==> src/kcc_pkg.sv <==
`timescale 1ns / 1ps
// ----------------------------------------------------------------------------
// kcc_pkg
// Shared widths, item kinds, configuration indexes and reset values, key phases
// and event codes of the key click classifier.
// ----------------------------------------------------------------------------
package kcc_pkg;

    // field widths fixed by the interface
    localparam int PinBits   = 4;
    localparam int KeySelW   = 2;
    localparam int EventW    = 2;
    localparam int CountW    = 16;
    localparam int PhaseW    = 3;
    localparam int CfgIndexW = 1;

    typedef logic [PhaseW-1:0]  t_phase;
    typedef logic [CountW-1:0]  t_count;
    typedef logic [EventW-1:0]  t_event;
    typedef logic [KeySelW-1:0] t_key_sel;

    // item kinds
    localparam logic KIND_TICK = 1'b0;
    localparam logic KIND_READ = 1'b1;

    // configuration register indexes
    localparam logic [CfgIndexW-1:0] CFG_LONG_PRESS   = 1'b0;
    localparam logic [CfgIndexW-1:0] CFG_DOUBLE_CLICK = 1'b1;

    // reset values of the configuration registers
    localparam t_count LONG_PRESS_RESET   = 16'd100;
    localparam t_count DOUBLE_CLICK_RESET = 16'd30;

    // per-key phase codes
    localparam t_phase PH_IDLE     = 3'd0;
    localparam t_phase PH_DEBOUNCE = 3'd1;
    localparam t_phase PH_HELD     = 3'd2;
    localparam t_phase PH_RELEASED = 3'd3;
    localparam t_phase PH_SECOND   = 3'd4;
    localparam t_phase PH_WAIT_REL = 3'd5;

    // event codes
    localparam t_event EV_NONE   = 2'd0;
    localparam t_event EV_SHORT  = 2'd1;
    localparam t_event EV_LONG   = 2'd2;
    localparam t_event EV_DOUBLE = 2'd3;

endpackage

==> src/key_click_classifier_top.sv <==
`timescale 1ns / 1ps
// ----------------------------------------------------------------------------
// key_click_classifier_top
// Per-key short, long and double click classifier for active-low buttons.
// ----------------------------------------------------------------------------
// The block takes one transaction per cycle while input stall is low. A scan
// tick carries the pin levels of all keys and advances every key's phase
// machine at once; a read returns the latched event of one key and clears it.
// Each transaction is held in the input register, where the key machines and
// the event select work on it, and a read's result then lands in the output
// register, from which it drives the result channel. Ticks produce no result.
// Input stall rises only while a read waits behind a result that the
// downstream side is still stalling.
module key_click_classifier_top #(
    parameter int NUM_KEYS = 4
) (
    input  logic                          i_clk,
    input  logic                          i_rst_n,
    // input item channel
    input  logic                          i_valid,
    output logic                          o_stall,
    input  logic                          i_kind,
    input  logic [kcc_pkg::PinBits-1:0]   i_pin_levels,
    input  logic [kcc_pkg::KeySelW-1:0]   i_key_select,
    // result channel
    output logic                          o_valid,
    input  logic                          i_stall,
    output logic [kcc_pkg::EventW-1:0]    o_event_code,
    output logic [kcc_pkg::KeySelW-1:0]   o_event_key,
    // configuration write channel
    input  logic                          i_cfg_valid,
    output logic                          o_cfg_ready,
    input  logic [kcc_pkg::CfgIndexW-1:0] i_cfg_index,
    input  logic [kcc_pkg::CountW-1:0]    i_cfg_data
);

    // configuration registers
    kcc_pkg::t_count r_long_press;
    kcc_pkg::t_count r_double_click;

    // input register
    logic                          r_in_valid;
    logic                          r_in_kind;
    logic [kcc_pkg::PinBits-1:0]   r_in_pins;
    kcc_pkg::t_key_sel             r_in_sel;

    // result register
    logic                          r_out_valid;
    kcc_pkg::t_event               r_out_code;
    kcc_pkg::t_key_sel             r_out_key;

    // per-key state
    kcc_pkg::t_phase r_phase   [NUM_KEYS];
    kcc_pkg::t_count r_count   [NUM_KEYS];
    kcc_pkg::t_event r_pending [NUM_KEYS];
    kcc_pkg::t_phase n_phase   [NUM_KEYS];
    kcc_pkg::t_count n_count   [NUM_KEYS];
    kcc_pkg::t_event n_pending [NUM_KEYS];

    logic            out_free;
    logic            in_advance;
    logic            do_tick;
    logic            do_read;
    logic            in_take;
    kcc_pkg::t_event read_code;

    // handshake between the two registers
    assign out_free   = !r_out_valid || !i_stall;
    assign in_advance = r_in_valid && ((r_in_kind == kcc_pkg::KIND_TICK) || out_free);
    assign do_tick    = in_advance && (r_in_kind == kcc_pkg::KIND_TICK);
    assign do_read    = in_advance && (r_in_kind == kcc_pkg::KIND_READ);
    assign o_stall    = r_in_valid && !in_advance;
    assign in_take    = i_valid && !o_stall;

    assign o_cfg_ready  = 1'b1;
    assign o_valid      = r_out_valid;
    assign o_event_code = r_out_code;
    assign o_event_key  = r_out_key;

    // configuration writes
    always_ff @(posedge i_clk) begin
        if (!i_rst_n) begin
            r_long_press   <= kcc_pkg::LONG_PRESS_RESET;
            r_double_click <= kcc_pkg::DOUBLE_CLICK_RESET;
        end else if (i_cfg_valid && o_cfg_ready) begin
            unique case (i_cfg_index)
                kcc_pkg::CFG_LONG_PRESS:   r_long_press   <= i_cfg_data;
                kcc_pkg::CFG_DOUBLE_CLICK: r_double_click <= i_cfg_data;
                default: ;
            endcase
        end
    end

    // input register
    always_ff @(posedge i_clk) begin
        if (!i_rst_n) begin
            r_in_valid <= 1'b0;
        end else if (in_take) begin
            r_in_valid <= 1'b1;
        end else if (in_advance) begin
            r_in_valid <= 1'b0;
        end
    end

    always_ff @(posedge i_clk) begin
        if (in_take) begin
            r_in_kind <= i_kind;
            r_in_pins <= i_pin_levels;
            r_in_sel  <= i_key_select;
        end
    end

    // event select of the read key, zero when the key does not exist
    always_comb begin
        read_code = kcc_pkg::EV_NONE;
        for (int k = 0; k < NUM_KEYS; k++) begin
            if (int'(r_in_sel) == k) begin
                read_code = r_pending[k];
            end
        end
    end

    // per-key phase machines
    for (genvar k = 0; k < NUM_KEYS; k++) begin : g_key
        logic            pressed;
        kcc_pkg::t_count count_inc;

        if (k < kcc_pkg::PinBits) begin : g_pin
            assign pressed = !r_in_pins[k];
        end else begin : g_no_pin
            assign pressed = 1'b0;
        end

        assign count_inc = r_count[k] + kcc_pkg::CountW'(1);

        always_comb begin
            n_phase[k]   = r_phase[k];
            n_count[k]   = r_count[k];
            n_pending[k] = r_pending[k];
            if (do_tick) begin
                unique case (r_phase[k])
                    kcc_pkg::PH_DEBOUNCE: begin
                        if (pressed) begin
                            n_phase[k] = kcc_pkg::PH_HELD;
                            n_count[k] = '0;
                        end else begin
                            n_phase[k] = kcc_pkg::PH_IDLE;
                        end
                    end
                    kcc_pkg::PH_HELD: begin
                        if (pressed) begin
                            n_count[k] = count_inc;
                            if (count_inc >= r_long_press) begin
                                n_pending[k] = kcc_pkg::EV_LONG;
                                n_phase[k]   = kcc_pkg::PH_WAIT_REL;
                            end
                        end else begin
                            n_count[k] = '0;
                            n_phase[k] = kcc_pkg::PH_RELEASED;
                        end
                    end
                    kcc_pkg::PH_RELEASED: begin
                        if (pressed) begin
                            n_phase[k] = kcc_pkg::PH_SECOND;
                        end else begin
                            n_count[k] = count_inc;
                            if (count_inc >= r_double_click) begin
                                n_pending[k] = kcc_pkg::EV_SHORT;
                                n_phase[k]   = kcc_pkg::PH_IDLE;
                            end
                        end
                    end
                    kcc_pkg::PH_SECOND: begin
                        if (pressed) begin
                            n_pending[k] = kcc_pkg::EV_DOUBLE;
                            n_phase[k]   = kcc_pkg::PH_WAIT_REL;
                        end else begin
                            n_phase[k] = kcc_pkg::PH_RELEASED;
                        end
                    end
                    kcc_pkg::PH_WAIT_REL: begin
                        if (!pressed) begin
                            n_phase[k] = kcc_pkg::PH_IDLE;
                        end
                    end
                    default: begin
                        // idle and the unused codes
                        if (pressed) begin
                            n_phase[k] = kcc_pkg::PH_DEBOUNCE;
                            n_count[k] = '0;
                        end else begin
                            n_phase[k] = kcc_pkg::PH_IDLE;
                        end
                    end
                endcase
            end else if (do_read && (int'(r_in_sel) == k)) begin
                n_pending[k] = kcc_pkg::EV_NONE;
            end
        end

        always_ff @(posedge i_clk) begin
            if (!i_rst_n) begin
                r_phase[k]   <= kcc_pkg::PH_IDLE;
                r_count[k]   <= '0;
                r_pending[k] <= kcc_pkg::EV_NONE;
            end else begin
                r_phase[k]   <= n_phase[k];
                r_count[k]   <= n_count[k];
                r_pending[k] <= n_pending[k];
            end
        end
    end

    // result register
    always_ff @(posedge i_clk) begin
        if (!i_rst_n) begin
            r_out_valid <= 1'b0;
        end else if (out_free) begin
            r_out_valid <= do_read;
        end
    end

    always_ff @(posedge i_clk) begin
        if (do_read) begin
            r_out_code <= read_code;
            r_out_key  <= r_in_sel;
        end
    end

endmodule

==> config.mk <==
export PLATFORM = sky130hd
export DESIGN_NAME = key_click_classifier_top
export DESIGN_NICKNAME = d
export VERILOG_FILES = /design/src/kcc_pkg.sv /design/src/key_click_classifier_top.sv
export SDC_FILE = /design/constraint.sdc
export NUM_CORES = 1
export LEC_CHECK = 0
export BUFFER_PORTS_ARGS = -buffer_cell sky130_fd_sc_hd__buf_2
export CAP_MARGIN = 20
export CORE_ASPECT_RATIO = 1.2
export CORE_MARGIN = 3
export CORE_UTILIZATION = 44
export CTS_BUF_LIST = sky130_fd_sc_hd__clkbuf_16
export DETAILED_ROUTE_END_ITERATION = 12
export PLACE_DENSITY = 0.71
export RECOVER_POWER = 50
export SYNTH_ARGS = -nofsm -noshare
export SYNTH_HDL_FRONTEND = slang
export SYNTH_SLANG_ARGS = --single-unit
==> constraint.sdc <==
create_clock -name i_clk -period 6.3 [get_ports i_clk]
set_input_delay 1.89 -clock i_clk [delete_from_list [all_inputs] [get_ports i_clk]]
set_output_delay 1.89 -clock i_clk [all_outputs]
set_load 0.02 [all_outputs]
# Word-level counts from Yosys, hierarchy flattened
# Memory sizes are Yosys's and may differ from the RTL's.
# Index checks and enable logic that the tools add are counted.
[totals] reg_bits=45 mem_bits_rw=84 in_bits=29 wordCells=196 memories=3
[classes] addsub=4 order_cmp=8 eq_ne=23 mux=112 bitwise_logic=14 n_reduce_logical=23
[memory_table] memory="r_count" words=4 width=16 rd=4 rd_ports_with_merged_regs=0 write_ports=4 line="key_click_classifier_top.sv:54" rtl="kcc_pkg::t_count r_count [NUM_KEYS];"
[memory_table] memory="r_phase" words=4 width=3 rd=4 rd_ports_with_merged_regs=0 write_ports=4 line="key_click_classifier_top.sv:53" rtl="kcc_pkg::t_phase r_phase [NUM_KEYS];"
[memory_table] memory="r_pending" words=4 width=2 rd=4 rd_ports_with_merged_regs=0 write_ports=4 line="key_click_classifier_top.sv:55" rtl="kcc_pkg::t_event r_pending [NUM_KEYS];"
[op_table] op="$mux 16" n=20
[op_table] op="$pmux 16 s3" n=4
[op_table] op="$ge 16x16->1" n=8
[op_table] op="$mux 3" n=32
[op_table] op="$mux 2" n=40
[op_table] op="$add 16x1->16 const B" n=4
[op_table] op="$pmux 3 s5" n=4
[op_table] op="$eq 3x2->1 const B" n=8
[op_table] op="$eq 3x3->1 const B" n=8
[op_table] op="$pmux 2 s3" n=4
[op_table] op="$eq 3x1->1 const B" n=4
[op_table] op="$or 1x1->1" n=12
[op_table] op="$logic_and 1x1->1" n=9
[op_table] op="$mux 1" n=8
[op_table] op="$reduce_or 2->1" n=4
[op_table] op="$eq 2x2->1 const B" n=2
[op_table] op="$logic_not 1->1" n=4
[op_table] op="$reduce_and 2->1" n=2
[op_table] op="$eq 2x1->1 const B" n=1
[op_table] op="$logic_not 2->1" n=1
[op_table] op="$logic_or 1x1->1" n=2
[op_table] op="$not 1->1" n=2
[op_table] op="$reduce_bool 2->1" n=1

# Longest topological paths before layout
[logic_depth] depth_word=9 mapped_depth=13 mapped_depth_nobuf=12

# Least setup slack after synthesis
# Ideal clock, no wire load.
[synth_path] path_type="input to output" start="input i_stall" end="output o_stall" arrival_ps=2360 slack_ps=2050 path_stages=2 cell_sequence="nand2_1 -> nor2_1"
[synth_via] elab_chain_len=6
[synth_lines] item="start, declared" line="key_click_classifier_top.sv:27" rtl="input logic i_stall,"
[synth_lines] item="$logic_not 1->1" line="key_click_classifier_top.sv:68" rtl="assign out_free = !r_out_valid || !i_stall;"
[synth_lines] item="$logic_or 1x1->1" line="key_click_classifier_top.sv:68"
[synth_lines] item="$logic_or 1x1->1" line="key_click_classifier_top.sv:69" rtl="assign in_advance = r_in_valid && ((r_in_kind == kcc_pkg::KIND_TICK) || out_free);"
[synth_lines] item="$logic_and 1x1->1" line="key_click_classifier_top.sv:69"
[synth_lines] item="$logic_not 1->1" line="key_click_classifier_top.sv:72" rtl="assign o_stall = r_in_valid && !in_advance;"
[synth_lines] item="$logic_and 1x1->1" line="key_click_classifier_top.sv:72"
[synth_lines] item="end, declared" line="key_click_classifier_top.sv:21" rtl="output logic o_stall,"
# No other way between the ends.

==> impl_results.rst <==
.. list-table::
   :header-rows: 1

   * - Metric
     - Value
   * - Longest individual stage delay on the worst path
     - 1.38 ns
   * - Area of all placed cells without fillers
     - 10400 sq um
   * - Static Leakage
     - 4.42 nW
   * - RSZ-0062 raised after global routing
     - no
   * - Routability congestion estimate
     - 0.865
   * - Final routed DRC violation total
     - 0
   * - Highest-delay cell along the critical path
     - sky130_fd_sc_hd__clkbuf_1
   * - WHS
     - 0.458 ns
   * - Clock transition at the registers of the reported paths
     - 0.06 ns
   * - Net Count, Synth
     - 1322
   * - Startpoint of the most critical register-to-register path
     - r_count[3][0]
   * - Full die area
     - 23300 sq um
   * - Synth async-reset ratio
     - 0
   * - Placeable core area
     - 21000 sq um
   * - Number of cells on the worst hold path
     - 2
   * - Num ports
     - 36
   * - Worst Max-Slew Pin Slew
     - 1.97 ns
   * - Maximum achievable frequency
     - 213 MHz
   * - Number of synthesized register bits
     - 129
   * - Final-report max-slew violation count
     - 44
   * - Post-synthesis instance area
     - 9440 sq um
   * - Register cell area after layout
     - 2690 sq um
   * - Site row count
     - 58
   * - Minimum period implied by the final worst setup slack
     - 4.69 ns
   * - Power density over the cells
     - 200 nW/um^2
   * - Final Power
     - 2.07 mW
   * - Reg-to-reg setup timing slack
     - 2.65 ns
   * - Setup TNS
     - 0 ns
   * - Vias/cell
     - 5.89
   * - Overall routed net length
     - 25400 um
   * - Simple-gate share of the synthesized area
     - 0.230
   * - Critical path cell sequence
     - clkbuf_1 > inv_2 > buf_4 > or3_1 > mux2i_1
   * - Overall global routing resource usage
     - 0.214
   * - Area growth from synthesis to layout
     - 9.77%
   * - Avg Synthesized Cell Area
     - 8.13 sq um
   * - HPWL after DPL
     - 18100 um
   * - PostCTS Resize Cnt
     - 0
   * - Critical register-to-register path endpoint
     - r_phase[3][0]
   * - Worst Reg2Reg Path Length in Cells
     - 12
   * - End point of the worst hold path
     - r_long_press[9]
   * - Mux contribution to synthesized area
     - 0.0196
   * - Critical path required time
     - 6.65 ns
   * - Fill count
     - 2073
   * - Setup skew after layout
     - 0.0118 ns
   * - Post-synthesis adder-cell area fraction
     - 0.175
   * - Placed cell areas
     - 9760 sq um
   * - Net total in the final layout
     - 1327
   * - Combined area of the multi-input logic cells
     - 6360 sq um
   * - Sort of element at the end of the critical path
     - register
   * - Final global-route overflow total
     - 0
   * - Max cap viols
     - 1
   * - Detail-routed net length per standard cell
     - 17.5 um
   * - Bufs on Longest Clock Path
     - 2
   * - Worst rel slew slack
     - -0.311
   * - First-pass GRT wire length
     - 40300 um
   * - Buffers on Ports
     - 34
   * - Yosys warnings
     - 0
   * - Die span in x
     - 140 um
   * - Clock latency at the later pin of the worst-skew pair
     - 0.43 ns
   * - Origin of the worst min-delay path
     - r_long_press[9]
   * - Ratio of cells with drive above 1 in the final layout
     - 0.0628
   * - Clock sink count
     - 129
   * - Primary flip-flop cell chosen by synthesis mapping
     - sky130_fd_sc_hd__dfxtp_1
   * - Post-CTS Setup Repair Bufs
     - 0
   * - Via Count
     - 8540
   * - Effective utilization at floorplan
     - 0.449
   * - Maximum fanout along the worst path
     - 43
   * - Largest family of logic cells by synthesized area
     - simple AND/OR/NAND/NOR gates
   * - CTS root buf
     - sky130_fd_sc_hd__clkbuf_16
   * - Final hold vios
     - 0
   * - Outcome
     - finished, violations left
   * - Critical path start-end classification
     - input port to register
   * - Antenna violations before repair
     - 0
   * - Pin count of the biggest net entering global routing
     - 44
   * - Max VDD drop
     - 0.185 mV
   * - Arr. time, crit path
     - 5.04 ns
   * - Total of hold buffers inserted after clock tree synthesis
     - 0
   * - Synthesized-area fraction occupied by xor and xnor cells
     - 0.0547
   * - Final ANT Viol Nets
     - 0
   * - Synth Instances
     - 1161
   * - Final setup violating endpoints
     - 0
   * - Sequential share of the synthesized area
     - 0.285
   * - Drt first pass iters
     - 5
   * - Yosys cell types
     - 70
   * - 1st-iter DRT viols
     - 576
   * - Startpoint type of the worst setup path
     - input port
   * - Area fraction in compound gates after synthesis
     - 0.194
   * - Violations in the final reports
     - capacitance limit, slew limit
   * - Number of flops mapped to enable cells by yosys
     - 11
   * - CTS tree
     - built
   * - Path category of the worst min-delay check
     - register to register
   * - Die Y-Extent
     - 166 um
   * - Antenna diode count
     - 0
   * - Via count of the first global-routing pass
     - 7734
   * - Number of H-tree levels
     - 4
   * - Fraction of the cycle the final worst path needs
     - 0.744
   * - Clock buffer count from CTS
     - 17
-- cell families after synthesis --
logic type	count (synthesis)
AND/OR/NAND/NOR	438
AO/OA/AOI/OAI	291
adder cells (fa/ha/maj)	132
flip-flops	129
buffers and inverters	95
XOR/XNOR	59
multiplexers	16
other	1
-- cell usage after synthesis, types with 17 or more instances --
master	instances	share of area
sky130_fd_sc_hd__a21oi_1	113	0.060
sky130_fd_sc_hd__a22oi_1	23	0.018
sky130_fd_sc_hd__and2_1	20	0.013
sky130_fd_sc_hd__and3_1	20	0.013
sky130_fd_sc_hd__clkbuf_1	35	0.014
sky130_fd_sc_hd__dfxtp_1	118	0.25
sky130_fd_sc_hd__ha_1	132	0.17
sky130_fd_sc_hd__inv_1	40	0.016
sky130_fd_sc_hd__nand2_1	141	0.056
sky130_fd_sc_hd__nand2b_1	19	0.013
sky130_fd_sc_hd__nand3_1	37	0.020
sky130_fd_sc_hd__nand4_1	22	0.015
sky130_fd_sc_hd__nor2_1	86	0.034
sky130_fd_sc_hd__nor3_1	24	0.013
sky130_fd_sc_hd__o211ai_1	17	0.014
sky130_fd_sc_hd__o21ai_0	61	0.032
sky130_fd_sc_hd__or3_1	17	0.011
sky130_fd_sc_hd__xnor2_1	36	0.033
sky130_fd_sc_hd__xor2_1	23	0.021
-- worst max-delay path by stage --
stage	startpoint	endpoint	slack, ns	cells past startpoint
after floorplan	i_stall	o_stall	2.05	2
after global placement	i_stall	o_stall	1.97	4
after detailed placement	i_stall	o_stall	1.95	4
after CTS	i_stall	o_stall	1.95	4
after global routing	i_rst_n	r_phase[2][2]	1.37	5
final	i_rst_n	r_phase[2][2]	1.61	5
-- layout by cell type, fill, tap and decap left out, drive strengths merged, types with 14 or more instances in the layout --
| master | n |
|---|---|
| xor2 | 23 |
| nor2 | 86 |
| nand2b | 19 |
| o211ai | 17 |
| nand2 | 141 |
| or3 | 18 |
| a21oi | 113 |
| and2 | 20 |
| and3 | 20 |
| buf | 34 |
| nand4 | 22 |
| ha | 132 |
| xnor2 | 36 |
| a22oi | 23 |
| dfxtp | 118 |
| mux2i | 14 |
| nand3 | 37 |
| nor3 | 25 |
| inv | 44 |
| nand3b | 14 |
| clkbuf | 24 |
| o21ai | 64 |
-- sequential cells by signal (all words and copies together), names as in the netlist --
signal          cells
o_valid             1
r_in_kind           1
r_long_press       16
r_in_valid          1
r_count            64
o_event_code        2
r_pending           8
r_in_sel            2
o_event_key         2
r_double_click     16
r_in_pins           4
r_phase            12
-- metal layers --
metal  vias to the layer above  part of all wire  GRT usage
li1                       4225                 -          -
met5                         -                 0          0
met3                        41             0.056     0.0373
met1                      4040              0.45      0.288
met2                       234              0.47      0.344
met4                         0             0.025     0.0763
-- final cells by class --
| type | count | area share |
|---|---|---|
| clock buffer | 18 | 0.0435 |
| clock inverter | 14 | 0.0156 |
| inverter | 41 | 0.0149 |
| multi-input combinational | 937 | 0.614 |
| sequential | 129 | 0.260 |
| tap | 270 | 0.0326 |
| timing repair buffer | 40 | 0.0200 |
-- critical path: cells and delay by family --
family	cells	cell delay (ns)
buffers and inverters	3	2.60
and+or+nand+nor	1	0.39
muxes	1	0.13
-- per-stage QoR --
stage	util	std cells	worst slack, ns
after global routing	0.492	1449	1.37
after global placement	0.463	1416	1.97
final	0.492	1449	1.61
after floorplan	-	1161	2.05
after detailed placement	0.464	1417	1.95
after CTS	0.493	1449	1.95
-- power breakdown --
group / internal (mW) / leakage, nW / switching [mW]
Sequential: 0.843 / 1.06 / 0.0164
Combinational: 0.0569 / 3.06 / 0.114
Clock: 0.643 / 0.304 / 0.397
Total: 1.54 / 4.42 / 0.527
Power figures use the tool's default switching activity.
